### config.mk
export PLATFORM = sky130hd
export DESIGN_NAME = record_packet_framer_fnv_flat
export DESIGN_NICKNAME = d
export VERILOG_FILES = /design/src/sv/rpf_pkg.sv /design/src/sv/rpf_if.sv /design/src/sv/record_packet_framer_fnv.sv /design/src/flat_wrapper.sv
export SDC_FILE = /design/constraint.sdc
export NUM_CORES = 2
export LEC_CHECK = 0
export BUFFER_PORTS_ARGS = -buffer_cell sky130_fd_sc_hd__buf_2
export CORE_AREA = 2 2 354 268
export DETAILED_ROUTE_END_ITERATION = 8
export DIE_AREA = 0 0 356 270
export HOLD_SLACK_MARGIN = 0.08
export PLACE_DENSITY_LB_ADDON = 0.25
export RECOVER_POWER = 25
export SLEW_MARGIN = 25
export SYNTH_ARGS = -nofsm -noshare
export SYNTH_HDL_FRONTEND = slang
export SYNTH_SLANG_ARGS = --single-unit
### constraint.sdc
create_clock -name clk -period 11.3 [get_ports clk]
set_clock_uncertainty 0.2 [all_clocks]
set_input_delay 0.565 -clock clk [delete_from_list [all_inputs] [get_ports clk]]
set_output_delay 0.565 -clock clk [all_outputs]
set_load 0.005 [all_outputs]
### src/sv/rpf_pkg.sv
package rpf_pkg;

  // field widths
  localparam int unsigned CLIENT_W = 64;
  localparam int unsigned TICK_W   = 64;
  localparam int unsigned COUNT_W  = 16;
  localparam int unsigned BUDGET_W = 21;
  localparam int unsigned HASH_W   = 32;
  localparam int unsigned SHIFT_W  = 208;
  localparam int unsigned BCNT_W   = 5;

  // fnv-1a-32
  localparam logic [HASH_W-1:0] FNV_BASIS = 32'd2166136261;
  localparam logic [HASH_W-1:0] FNV_PRIME = 32'd16777619;

  // framing
  localparam logic [BUDGET_W-1:0] FRAME_BYTES  = 21'd25;
  localparam logic [BCNT_W-1:0]   HDR_BYTES    = 5'd21;
  localparam logic [BCNT_W-1:0]   RECORD_BYTES = 5'd26;
  localparam logic [BCNT_W-1:0]   CSUM_BYTES   = 5'd4;
  // ceil(2^24 / 13): halve, multiply, keep bits 24 and up gives x / 26
  localparam logic [20:0]         DIV_RECIP    = 21'd1290556;

  // item kinds
  localparam logic KIND_START  = 1'b0;
  localparam logic KIND_RECORD = 1'b1;

  // register indexes
  localparam logic [1:0] REG_MAX_RECORDS = 2'd0;
  localparam logic [1:0] REG_BYTE_BUDGET = 2'd1;
  localparam logic [1:0] REG_MESSAGE_ID  = 2'd2;

endpackage

### src/sv/rpf_if.sv
interface rpf_in_if;
  logic        valid;
  logic        ready;
  logic        kind;
  logic [63:0] client_id;
  logic [63:0] snapshot_tick;
  logic [7:0]  reliability;
  logic [15:0] records_available;
  logic [7:0]  record_kind;
  logic [31:0] entity_id;
  logic [63:0] version_and_flags;
  logic [31:0] pos_x;
  logic [31:0] pos_y;
  logic [31:0] pos_z;
  logic [7:0]  priority_req;

  modport source (
    output valid, kind, client_id, snapshot_tick, reliability, records_available,
           record_kind, entity_id, version_and_flags, pos_x, pos_y, pos_z, priority_req,
    input  ready
  );
  modport sink (
    input  valid, kind, client_id, snapshot_tick, reliability, records_available,
           record_kind, entity_id, version_and_flags, pos_x, pos_y, pos_z, priority_req,
    output ready
  );
endinterface

interface rpf_out_if;
  logic        valid;
  logic        ready;
  logic [7:0]  out_byte;
  logic        last_of_run;
  logic        packet_end;
  logic        budget_error;
  logic [15:0] record_count;

  modport source (
    output valid, out_byte, last_of_run, packet_end, budget_error, record_count,
    input  ready
  );
  modport sink (
    input  valid, out_byte, last_of_run, packet_end, budget_error, record_count,
    output ready
  );
endinterface

### src/sv/record_packet_framer_fnv.sv
// channel  | dir | handshake       | carries
// items    | in  | valid / ready   | start item (header fields) or one record
// stream   | out | valid / ready   | one wire byte with run, end and error flags
// apb      | in  | psel / penable  | max_records, byte_budget, message_id
//
// one byte leaves per cycle through the output register while the stream is
// ready; the fnv hash register steps with each byte. a record item sends 26
// bytes, 30 when it closes the packet. a start item passes the division state
// when a budget is set, then the header state, and sends 21 bytes, 25 for an
// empty packet. an error start sends one byte, an ignored record none.
// rst is synchronous and active high; no clearing pass is needed.
// items.ready is high only while the sequencer is idle; a stalled stream simply
// holds the sequencer where it is.
module record_packet_framer_fnv (
  input  logic             clk,
  input  logic             rst,
  rpf_in_if.sink           items,
  rpf_out_if.source        stream,
  input  logic             psel,
  input  logic             penable,
  input  logic             pwrite,
  input  logic [3:0]       paddr,
  input  logic [31:0]      pwdata,
  output logic [31:0]      prdata,
  output logic             pready
);

  typedef enum logic [4:0] {
    S_IDLE = 5'b00001,
    S_DIV  = 5'b00010,
    S_HDR  = 5'b00100,
    S_SEND = 5'b01000,
    S_ERR  = 5'b10000
  } state_t;

  state_t state;

  // configuration registers
  logic [rpf_pkg::COUNT_W-1:0]  max_records;
  logic [rpf_pkg::BUDGET_W-1:0] byte_budget;
  logic [rpf_pkg::COUNT_W-1:0]  message_id;

  // packet state
  logic [rpf_pkg::HASH_W-1:0]   running_hash;
  logic [rpf_pkg::COUNT_W-1:0]  records_left;
  logic [rpf_pkg::COUNT_W-1:0]  packet_count;
  logic                         packet_open;

  // byte sequencer
  logic [rpf_pkg::SHIFT_W-1:0]  sreg;
  logic [rpf_pkg::BCNT_W-1:0]   bcnt;
  logic                         csum;
  logic                         close;

  // divider and header scratch
  logic [rpf_pkg::BUDGET_W-1:0] dq;
  logic                         has_budget;
  logic [rpf_pkg::COUNT_W-1:0]  avail;

  // output register
  logic        out_valid;
  logic [7:0]  out_byte;
  logic        out_last;
  logic        out_end;
  logic        out_err;
  logic [15:0] out_count;

  logic                         accept;
  logic                         slot_free;
  logic                         emit;
  logic                         budget_small;
  logic                         last_byte;
  logic                         go_csum;
  logic [rpf_pkg::HASH_W-1:0]   hash_next;
  logic [40:0]                  div_prod;
  logic [rpf_pkg::COUNT_W-1:0]  fit;
  logic                         cfg_wr;

  assign pready = 1'b1;
  assign cfg_wr = psel & penable & pwrite;

  assign items.ready = (state == S_IDLE);
  assign accept      = items.valid & items.ready;
  assign slot_free   = ~out_valid | stream.ready;
  assign emit        = slot_free & ((state == S_SEND) | (state == S_ERR));

  assign budget_small = (byte_budget != '0) && (byte_budget < rpf_pkg::FRAME_BYTES);
  assign last_byte    = (bcnt == 5'd1);
  assign go_csum      = last_byte & ~csum & close;

  // the shared fnv step: xor in the byte, multiply by the prime
  assign hash_next = 32'((running_hash ^ {24'b0, sreg[7:0]}) * rpf_pkg::FNV_PRIME);

  // division by 26: halve, then reciprocal multiply for 13
  assign div_prod = {21'b0, dq[rpf_pkg::BUDGET_W-1:1]} * {20'b0, rpf_pkg::DIV_RECIP};

  // record count from the queued records, the budget limit and max_records
  always_comb begin
    fit = avail;
    if (has_budget && (dq < {5'b0, fit})) begin
      fit = dq[rpf_pkg::COUNT_W-1:0];
    end
    if (fit > max_records) begin
      fit = max_records;
    end
  end

  // configuration port
  always_ff @(posedge clk) begin
    if (rst) begin
      max_records <= 16'hFFFF;
      byte_budget <= '0;
      message_id  <= '0;
    end else if (cfg_wr) begin
      unique case (paddr[3:2])
        rpf_pkg::REG_MAX_RECORDS: max_records <= pwdata[15:0];
        rpf_pkg::REG_BYTE_BUDGET: byte_budget <= pwdata[rpf_pkg::BUDGET_W-1:0];
        rpf_pkg::REG_MESSAGE_ID:  message_id  <= pwdata[15:0];
        default: ;
      endcase
    end
  end

  always_comb begin
    unique case (paddr[3:2])
      rpf_pkg::REG_MAX_RECORDS: prdata = {16'b0, max_records};
      rpf_pkg::REG_BYTE_BUDGET: prdata = {11'b0, byte_budget};
      rpf_pkg::REG_MESSAGE_ID:  prdata = {16'b0, message_id};
      default:                  prdata = '0;
    endcase
  end

  // sequencer and control state
  always_ff @(posedge clk) begin
    if (rst) begin
      state        <= S_IDLE;
      running_hash <= rpf_pkg::FNV_BASIS;
      records_left <= '0;
      packet_count <= '0;
      packet_open  <= 1'b0;
      out_valid    <= 1'b0;
      bcnt         <= '0;
      csum         <= 1'b0;
      close        <= 1'b0;
      has_budget   <= 1'b0;
    end else begin
      if (emit) begin
        out_valid <= 1'b1;
      end else if (stream.ready) begin
        out_valid <= 1'b0;
      end
      unique case (state)
        S_IDLE: begin
          if (accept) begin
            if (items.kind == rpf_pkg::KIND_START) begin
              if (budget_small) begin
                packet_open  <= 1'b0;
                records_left <= '0;
                packet_count <= '0;
                state        <= S_ERR;
              end else begin
                has_budget <= (byte_budget != '0);
                state      <= (byte_budget != '0) ? S_DIV : S_HDR;
              end
            end else if (packet_open && (records_left != '0)) begin
              records_left <= records_left - 16'd1;
              close        <= (records_left == 16'd1);
              csum         <= 1'b0;
              bcnt         <= rpf_pkg::RECORD_BYTES;
              state        <= S_SEND;
            end
          end
        end
        S_DIV: begin
          state <= S_HDR;
        end
        S_HDR: begin
          packet_count <= fit;
          records_left <= fit;
          packet_open  <= 1'b1;
          running_hash <= rpf_pkg::FNV_BASIS;
          close        <= (fit == '0);
          csum         <= 1'b0;
          bcnt         <= rpf_pkg::HDR_BYTES;
          state        <= S_SEND;
        end
        S_SEND: begin
          if (slot_free) begin
            running_hash <= hash_next;
            if (go_csum) begin
              // data done, the checksum bytes follow in the same run
              bcnt         <= rpf_pkg::CSUM_BYTES;
              csum         <= 1'b1;
              packet_open  <= 1'b0;
              records_left <= '0;
            end else begin
              bcnt <= bcnt - 5'd1;
              if (last_byte) begin
                state <= S_IDLE;
              end
            end
          end
        end
        S_ERR: begin
          if (slot_free) begin
            state <= S_IDLE;
          end
        end
        default: state <= S_IDLE;
      endcase
    end
  end

  // payload: shift register, divider datapath and output register
  always_ff @(posedge clk) begin
    unique case (state)
      S_IDLE: begin
        if (accept) begin
          avail <= items.records_available;
          dq    <= 21'(byte_budget - rpf_pkg::FRAME_BYTES);
          if (items.kind == rpf_pkg::KIND_START) begin
            // header little-endian, record count patched in later
            sreg <= {40'b0, 16'b0, items.reliability, items.snapshot_tick,
                     items.client_id, message_id};
          end else begin
            sreg <= {items.priority_req, items.pos_z, items.pos_y, items.pos_x,
                     items.version_and_flags, items.entity_id, items.record_kind};
          end
        end
      end
      S_DIV: begin
        dq <= {4'b0, div_prod[40:24]};
      end
      S_HDR: begin
        sreg[167:152] <= fit;
      end
      S_SEND: begin
        if (slot_free) begin
          out_byte  <= sreg[7:0];
          out_last  <= last_byte & ~go_csum;
          out_end   <= last_byte & csum;
          out_err   <= 1'b0;
          out_count <= packet_count;
          if (go_csum) begin
            sreg <= {176'b0, hash_next};
          end else begin
            sreg <= {8'b0, sreg[rpf_pkg::SHIFT_W-1:8]};
          end
        end
      end
      S_ERR: begin
        if (slot_free) begin
          out_byte  <= '0;
          out_last  <= 1'b1;
          out_end   <= 1'b0;
          out_err   <= 1'b1;
          out_count <= '0;
        end
      end
      default: ;
    endcase
  end

  assign stream.valid        = out_valid;
  assign stream.out_byte     = out_byte;
  assign stream.last_of_run  = out_last;
  assign stream.packet_end   = out_end;
  assign stream.budget_error = out_err;
  assign stream.record_count = out_count;

  // checks
  a_end_is_last: assert property (@(posedge clk) disable iff (rst)
    stream.valid && stream.packet_end |-> stream.last_of_run)
    else $error("packet end without end of run");

  a_err_shape: assert property (@(posedge clk) disable iff (rst)
    stream.valid && stream.budget_error |-> stream.last_of_run && stream.record_count == 16'd0)
    else $error("error result malformed");

  a_left_bound: assert property (@(posedge clk) disable iff (rst)
    records_left <= packet_count)
    else $error("records left above packet count");

  a_send_count: assert property (@(posedge clk) disable iff (rst)
    state == S_SEND |-> bcnt != '0)
    else $error("byte counter empty while sending");

  a_div_done: assert property (@(posedge clk) disable iff (rst)
    state == S_DIV |=> state == S_HDR)
    else $error("division did not hand over to header");

endmodule
### src/flat_wrapper.sv
// flat-port wrapper written by rule: the top's interface ports become plain ports
module record_packet_framer_fnv_flat 
  (clk, rst, psel, penable, pwrite, paddr, pwdata, prdata, pready, items_valid, items_kind, items_client_id, items_snapshot_tick, items_reliability, items_records_available, items_record_kind, items_entity_id, items_version_and_flags, items_pos_x, items_pos_y, items_pos_z, items_priority_req, items_ready, stream_valid, stream_out_byte, stream_last_of_run, stream_packet_end, stream_budget_error, stream_record_count, stream_ready);
  rpf_in_if items_i ();
  rpf_out_if stream_i ();
  input  logic clk;
  input  logic rst;
  input  logic psel;
  input  logic penable;
  input  logic pwrite;
  input  logic [3:0] paddr;
  input  logic [31:0] pwdata;
  output logic [31:0] prdata;
  output logic pready;
  input wire logic [$bits(items_i.valid)-1:0] items_valid;
  input wire logic [$bits(items_i.kind)-1:0] items_kind;
  input wire logic [$bits(items_i.client_id)-1:0] items_client_id;
  input wire logic [$bits(items_i.snapshot_tick)-1:0] items_snapshot_tick;
  input wire logic [$bits(items_i.reliability)-1:0] items_reliability;
  input wire logic [$bits(items_i.records_available)-1:0] items_records_available;
  input wire logic [$bits(items_i.record_kind)-1:0] items_record_kind;
  input wire logic [$bits(items_i.entity_id)-1:0] items_entity_id;
  input wire logic [$bits(items_i.version_and_flags)-1:0] items_version_and_flags;
  input wire logic [$bits(items_i.pos_x)-1:0] items_pos_x;
  input wire logic [$bits(items_i.pos_y)-1:0] items_pos_y;
  input wire logic [$bits(items_i.pos_z)-1:0] items_pos_z;
  input wire logic [$bits(items_i.priority_req)-1:0] items_priority_req;
  output wire logic [$bits(items_i.ready)-1:0] items_ready;
  output wire logic [$bits(stream_i.valid)-1:0] stream_valid;
  output wire logic [$bits(stream_i.out_byte)-1:0] stream_out_byte;
  output wire logic [$bits(stream_i.last_of_run)-1:0] stream_last_of_run;
  output wire logic [$bits(stream_i.packet_end)-1:0] stream_packet_end;
  output wire logic [$bits(stream_i.budget_error)-1:0] stream_budget_error;
  output wire logic [$bits(stream_i.record_count)-1:0] stream_record_count;
  input wire logic [$bits(stream_i.ready)-1:0] stream_ready;
  assign items_i.valid = items_valid;
  assign items_i.kind = items_kind;
  assign items_i.client_id = items_client_id;
  assign items_i.snapshot_tick = items_snapshot_tick;
  assign items_i.reliability = items_reliability;
  assign items_i.records_available = items_records_available;
  assign items_i.record_kind = items_record_kind;
  assign items_i.entity_id = items_entity_id;
  assign items_i.version_and_flags = items_version_and_flags;
  assign items_i.pos_x = items_pos_x;
  assign items_i.pos_y = items_pos_y;
  assign items_i.pos_z = items_pos_z;
  assign items_i.priority_req = items_priority_req;
  assign items_ready = items_i.ready;
  assign stream_valid = stream_i.valid;
  assign stream_out_byte = stream_i.out_byte;
  assign stream_last_of_run = stream_i.last_of_run;
  assign stream_packet_end = stream_i.packet_end;
  assign stream_budget_error = stream_i.budget_error;
  assign stream_record_count = stream_i.record_count;
  assign stream_i.ready = stream_ready;
  record_packet_framer_fnv u_core (.clk(clk), .rst(rst), .items(items_i), .stream(stream_i), .psel(psel), .penable(penable), .pwrite(pwrite), .paddr(paddr), .pwdata(pwdata), .prdata(prdata), .pready(pready));
endmodule
Yosys cells after proc, flatten, opt, wreduce, memory -nomap -nowiden
Index checks and enable logic that the tools add are counted.
Storage, ports and cells
  register bits: 404
  latch bits: 0
  RAM bits: 0
  ROM bits: 0
  input bits: 404
  output and inout bits: 62
  word-level logic and storage cells: 169
  memories kept: 0
Operators by class
  add/sub/neg operators: 3
  multipliers: 2
  divide/modulo/power cells: 0
  magnitude comparators: 3
  equal/unequal tests: 21
  shifts and indexed selects: 0
  multiplexer cells: 71
  bitwise gates (word level): 16
  reduce and logical (&&, ||, !) cells: 31
Operators by type and width (count)
  two-way mux 208 bit: 3
  case mux 152 bit (2 select lines): 1
  two-way mux 200 bit: 1
  two-way mux 16 bit: 12
  case mux 16 bit (3 select lines): 2
  case mux 40 bit (2 select lines): 1
  two-way mux 5 bit: 13
  case mux 16 bit (2 select lines): 2
  case mux 32 bit (2 select lines): 1
  case mux 21 bit (3 select lines): 1
  case mux 21 bit (2 select lines): 1
  multiplier 20 x 19 -> 39 bit (second input constant): 1
  multiplier 32 x 25 -> 32 bit (second input constant): 1
  two-way mux 32 bit: 1
  XOR 32 x 8 -> 32 bit: 1
  case mux 5 bit (5 select lines): 1
  AND reduction 6 bit: 4
  less-than comparator 21 x 16 -> 1 bit: 1
  less-than comparator 21 x 5 -> 1 bit (second input constant): 1
  two-way mux 21 bit: 1
  nonzero test 21 bit: 1
  subtractor 21 x 5 -> 21 bit (second input constant): 1
  two-way mux 1 bit: 19
  == test 16 x 1 -> 1 bit (second input constant): 1
  other kinds (32): 75

Depth between registers and ports, before layout
  depth in word-level cells: 7
  depth in mapped cells: 25
  mapped depth without buffers: 24

Worst setup path after synthesis
OpenSTA, ideal clock, no wires.
  path type: register to register
  start point: register u_core.state[4]
  end point: register u_core.sreg[0] (netlist name) (enable)
  setup time: 0.809 ns
  arrival: 10.324 ns
  required time: 10.291 ns
  setup slack: -0.033 ns
  stages on the path, launching flop included: 6
  path buffers: 2
  period minus slack after synthesis: 11.333 ns
  cells stage by stage: dfxtp_1 nor2_1 nand3_1 clkbuf_1 clkbuf_1 a21oi_1
On the way
  word-level cells in the longest chain between the ends: 4
  elaborated cells on any way between the ends: 7
  those cells by class: eq/ne: 4; bitwise: 1; reduce/logical: 2
Ends and longest elaborated chain
  from (decl): line record_packet_framer_fnv.sv:36  | state_t state;
  from (signal assigned): line record_packet_framer_fnv.sv:163  | state <= (byte_budget != '0) ? S_DIV : S_HDR;
  == test 5 x 1 -> 1 bit: line record_packet_framer_fnv.sv:82, record_packet_framer_fnv.sv:216
  AND 1 bit: line record_packet_framer_fnv.sv:83  | assign accept = items.valid & items.ready;
  != test 2 bit (no source line)
  AND reduction 3 bit (no source line) *
  to (signal assigned): line record_packet_framer_fnv.sv:223  | sreg <= {40'b0, 16'b0, items.reliability, items.snapshot_tick,
  to (signal assigned): line record_packet_framer_fnv.sv:226  | sreg <= {items.priority_req, items.pos_z, items.pos_y, items.pos_x,
  to (signal assigned): line record_packet_framer_fnv.sv:245  | sreg <= {176'b0, hash_next};
  to (decl): line record_packet_framer_fnv.sv:50  | logic [rpf_pkg::SHIFT_W-1:0] sreg;
Every way passes the cells marked *; elsewhere a longest branch is shown, timed or not.
A chain may end at the register's enable or synchronous reset.

Final worst setup path
  start point: register u_core.sreg[3] (netlist name)
  end point: register u_core.sreg[31] (netlist name) (data pin)
On the way
  word-level cells in the longest chain between the ends: 5
Ends and longest elaborated chain
  XOR 32 x 8 -> 32 bit: line record_packet_framer_fnv.sv:92  | assign hash_next = 32'((running_hash ^ {24'b0, sreg[7:0]}) * rpf_pkg::FNV_PRIME);
  multiplier 32 x 25 -> 32 bit: line record_packet_framer_fnv.sv:92
  two-way mux 200 bit: line record_packet_framer_fnv.sv:244  | if (go_csum) begin
  two-way mux 208 bit: line record_packet_framer_fnv.sv:238  | if (slot_free) begin
  case mux 152 bit (2 select lines): line record_packet_framer_fnv.sv:216  | unique case (state)
No other way between the ends. The select of a mux whose other input is x is not followed.

==> metrics.md <==
| Metric | Value |
|---|---|
| WHS Path Cells | `2` |
| Ys async rst share | `0%` |
| Most used DFF post-synth | `edfxtp_1` |
| DR WL met3 | `approximately 6000 um` |
| Area after DPL | `35700 sq um` |
| Sequential fraction of the synthesis area | `33.6%` |
| Crit path kind | `reg2reg` |
| Max Cap Viol | `6` |
| Synth Cell Area | `32200 sq um` |
| Area leader, netlist | `edfxtp_1` |
| Via count | `24900` |
| Fin Setup TNS | `0 ns` |
| TritonCTS clock tree | `yes` |
| RSZ-0062 raised after global routing | `no` |
| Top post-synthesis cells by area | `edfxtp_1 (25%), ha_1 (15%), fa_1 (13%), dfxtp_1 (8.2%), inv_1 (5.9%)` |
| Hpwl dp | `81800 um` |
| Crit-path cells | `xor2_1 -> ha_1 -> ha_1 -> fa_1 -> ha_1 -> inv_1 -> fa_1 -> inv_1 -> ha_1 -> fa_1 -> ha_1 -> a211oi_1 -> o21a_1 -> o21bai_1 -> a31o_2 -> a211o_1 -> a21boi_0 -> or2_0 -> o211ai_1 -> a221o_1` |
| R2R setup slack | `4.08 ns` |
| #FFs+latches synth | `between 400 and 500` |
| DRT antenna net count | `0` |
| Worst r2r src | `u_core.sreg[3]` |
| Ports | `466` |
| Row count | `just under 100` |
| Worst-Margin Slew | `3.80 ns` |
| Drt total wl | `105000 um` |
| Run status | `complete, but fails checks` |
| Final core occ | `41.1%` |
| Postcts setup bufs | `0` |
| Grt total ovfl | `0` |
| Total GRT Usage | `21.6%` |
| H-tree levels | `2` |
| Worst hold start | `items_pos_z[2]` |
| Violated checks | `capacitance limit, slew limit` |
| Core ar. | `92700 sq um` |
| Vias in the first global route | `24700` |
| YS warnings | `0` |
| Final Hold Fails | `0` |
| Clock buffer count from CTS | `49` |
| Post-CTS Resized | `0` |
| CP arrival | `between 7 and 8 ns` |
| Area Growth Syn to Fin | `18.3%` |
| First-pass GRT wire length | `156000 um` |
| R2r worst-path depth | `20` |
| Minimum clock period after layout | `7.22 ns` |
| Layout Cell Area excl Fill | `38100 sq um` |
| WP data required | `11.44 ns` |
| Initial antenna violation count | `11` |
| Layout cell share with drive strength beyond 1 | `14.9%` |
| Total Die Area | `96100 sq um` |
| Die height | `270 um` |
| # setup viols final | `0` |
| Initial Util | `a little over a third` |
| Max FO, Critical Path | `6` |
| Iter 0 DRT Violations | `1939` |
| Synth cell types | `91` |
| Hold Buf Count CTS | `74` |
| Area occupied by multi-input gates | `19000 sq um` |
| CP startpoint kind | `register` |
| Largest net degree at the start of global routing | `190` |
| Hold EP | `u_core.sreg[170]` |
| Synth Instances | `~3200` |
| Die width | `356 um` |
| Pins over their slew limit | `~240` |
| Metal2 WL | `45600 um` |
| EDFF count, synth | `272` |
| CP Launch Point | `u_core.sreg[3]` |
| M1 WL | `approximately 50000 um` |
| FMAX | `139 MHz` |
| Syn_area_per_cell | `9.94 sq um` |
| Synth top area share | `25.4%` |
| Routed length per instance | `21.1 um` |
| Nets | `4691` |
| HP Class | `in2reg` |
| Top Layer Used | `met5` |
| Relative slew slack | `-153%` |
| CP most frequent cell | `ha_1` |
| Crit end category | `register` |
| Later-pin clock latency in the skew report | `0.60 ns` |
| CP max stage delay | `between 0.7 and 0.8 ns` |
| Worst path slowest cell | `xor2_1` |
| Clock Pin Slew Worst Setup and Hold Paths | `around 0.06 ns` |
| Clock root buffer | `clkbuf_16` |
| RD Place Congestion | `0.912` |
| Fin crit share | `roughly 64%` |
| # DRC | `0` |
| Sequential Area | `10800 sq um` |
| Worst r2r dst | `u_core.sreg[31]` |
| Clk buf depth | `3` |
| Port bufs | `440` |
| First-pass DRT Iterations | `5` |
| Filler Cells Inserted | `between 9000 and 10000` |
| Clock Sinks | `~400` |
| Vias/cell | `5.01` |
[cells by family (layout without fill, tap and decap cells)]
| kind of cell | Yosys count | in the layout | share of synthesized area [%] |
|---|---|---|---|
| flip-flops | 404 | 404 | 33.6 |
| AO/OA/AOI/OAI | 635 | 635 | 12.8 |
| multiplexers | 189 | 189 | 5.90 |
| adder cells (fa/ha/maj) | 598 | 598 | 28.0 |
| other | 2 | 15 | 0.0233 |
| XOR/XNOR | 77 | 77 | 2.12 |
| buffers and inverters | 655 | 1133 | 7.86 |
| AND/OR/NAND/NOR | 680 | 680 | 9.78 |
[Yosys cell counts (all sizes together) (33+ instances only)]
| master | number |
|---|---|
| and2 | 33 |
| nand2 | 312 |
| a21oi | 140 |
| nor3 | 42 |
| clkbuf | 123 |
| o21ai | 219 |
| xor2 | 33 |
| ha | 394 |
| inv | 503 |
| mux2i | 186 |
| nand3 | 38 |
| a21o | 37 |
| dfxtp | 132 |
| nor2 | 132 |
| edfxtp | 272 |
| fa | 204 |
| xnor2 | 44 |
[layout by cell type (no fill, tap or decap), types with 12 or more instances in the layout]
cell	instances
a211oi_1	18
a22oi_1	25
xor2_1	32
nand2_1	312
a31oi_1	17
clkbuf_1	38
o21bai_1	17
nor4_1	14
a21o_1	37
inv_1	503
nor3_1	38
clkbuf_16	51
dfxtp_1	132
and2_0	24
nor2_1	129
o221ai_1	15
edfxtp_1	272
a211o_1	21
nand4_1	15
a22o_1	32
nand2b_1	18
nand3_1	38
ha_1	394
a221o_1	16
o21ai_0	214
nor2b_1	12
conb_1	12
o211ai_1	15
dlygate4sd3_1	74
buf_4	18
a21oi_1	138
mux2i_1	185
xnor2_1	44
fa_1	204
buf_2	410
[how the worst max path moves through the flow]
stage                       to  slack (ns)  depth (start not counted)
6_report       u_core.sreg[31]        4.08                         20
5_1_grt          u_core.dq[12]        3.77                         20
4_1_cts          u_core.dq[15]        4.15                         22
3_5_place_dp     u_core.dq[15]        4.17                         22
3_3_place_gp     u_core.dq[15]        4.23                         22
2_1_floorplan   u_core.sreg[0]        4.19                          3
[per-stage QoR]
stage / std cells / hold slack, ns / setup slack, ns
after floorplan: 3250 / 0.232 / 4.19
after global placement: 4798 / 0.240 / 4.23
after detailed placement: 4799 / 0.244 / 4.17
after CTS: 4963 / 0.0812 / 4.15
after global routing: 4966 / 0.0991 / 3.77
final: 4968 / 0.110 / 4.08
[critical path: cells and delay by family (launching register included)]
kind | cells | cell delay [ns]
compound gates | 8 | 2.39
xor+xnor | 1 | 0.74
fa+ha+maj | 8 | 2.88
buf+inv | 2 | 0.09
flops | 1 | 0.46
simple gates | 1 | 0.18
[final cells by class]
cell class / count / share of cell area (%)
clock inverters: 35 / 1.18
multi-input cells: 2191 / 49.8
diodes: 3 / 0.0197
clock buffers: 55 / 3.39
flip-flops and latches: 404 / 28.4
repair buffers: 540 / 8.19
inverters: 503 / 4.95
well taps: 1237 / 4.06
[sequential cells by signal (all words and copies together) (netlist names), 5 cells and up]
register / cells
u_core.records_left: 16
u_core.running_hash: 32
u_core.byte_budget: 21
u_core.dq: 21
u_core.max_records: 16
u_core.state: 5
u_core.message_id: 16
u_core.stream.out_byte: 8
u_core.stream.record_count: 16
u_core.sreg: 208
u_core.avail: 16
u_core.packet_count: 16
u_core.bcnt: 5
[metal layers]
metal | vias up | track usage (%)
met5 | - | 0
met1 | 11900 | 31.7
met3 | 134 | 3.20
met4 | 10 | 6.67
li1 | 12000 | -
met2 | 797 | 32.5
Power is left out: the tool's default activity adds up to more than one toggle a clock period on the data nets, which glitch-free logic cannot reach.
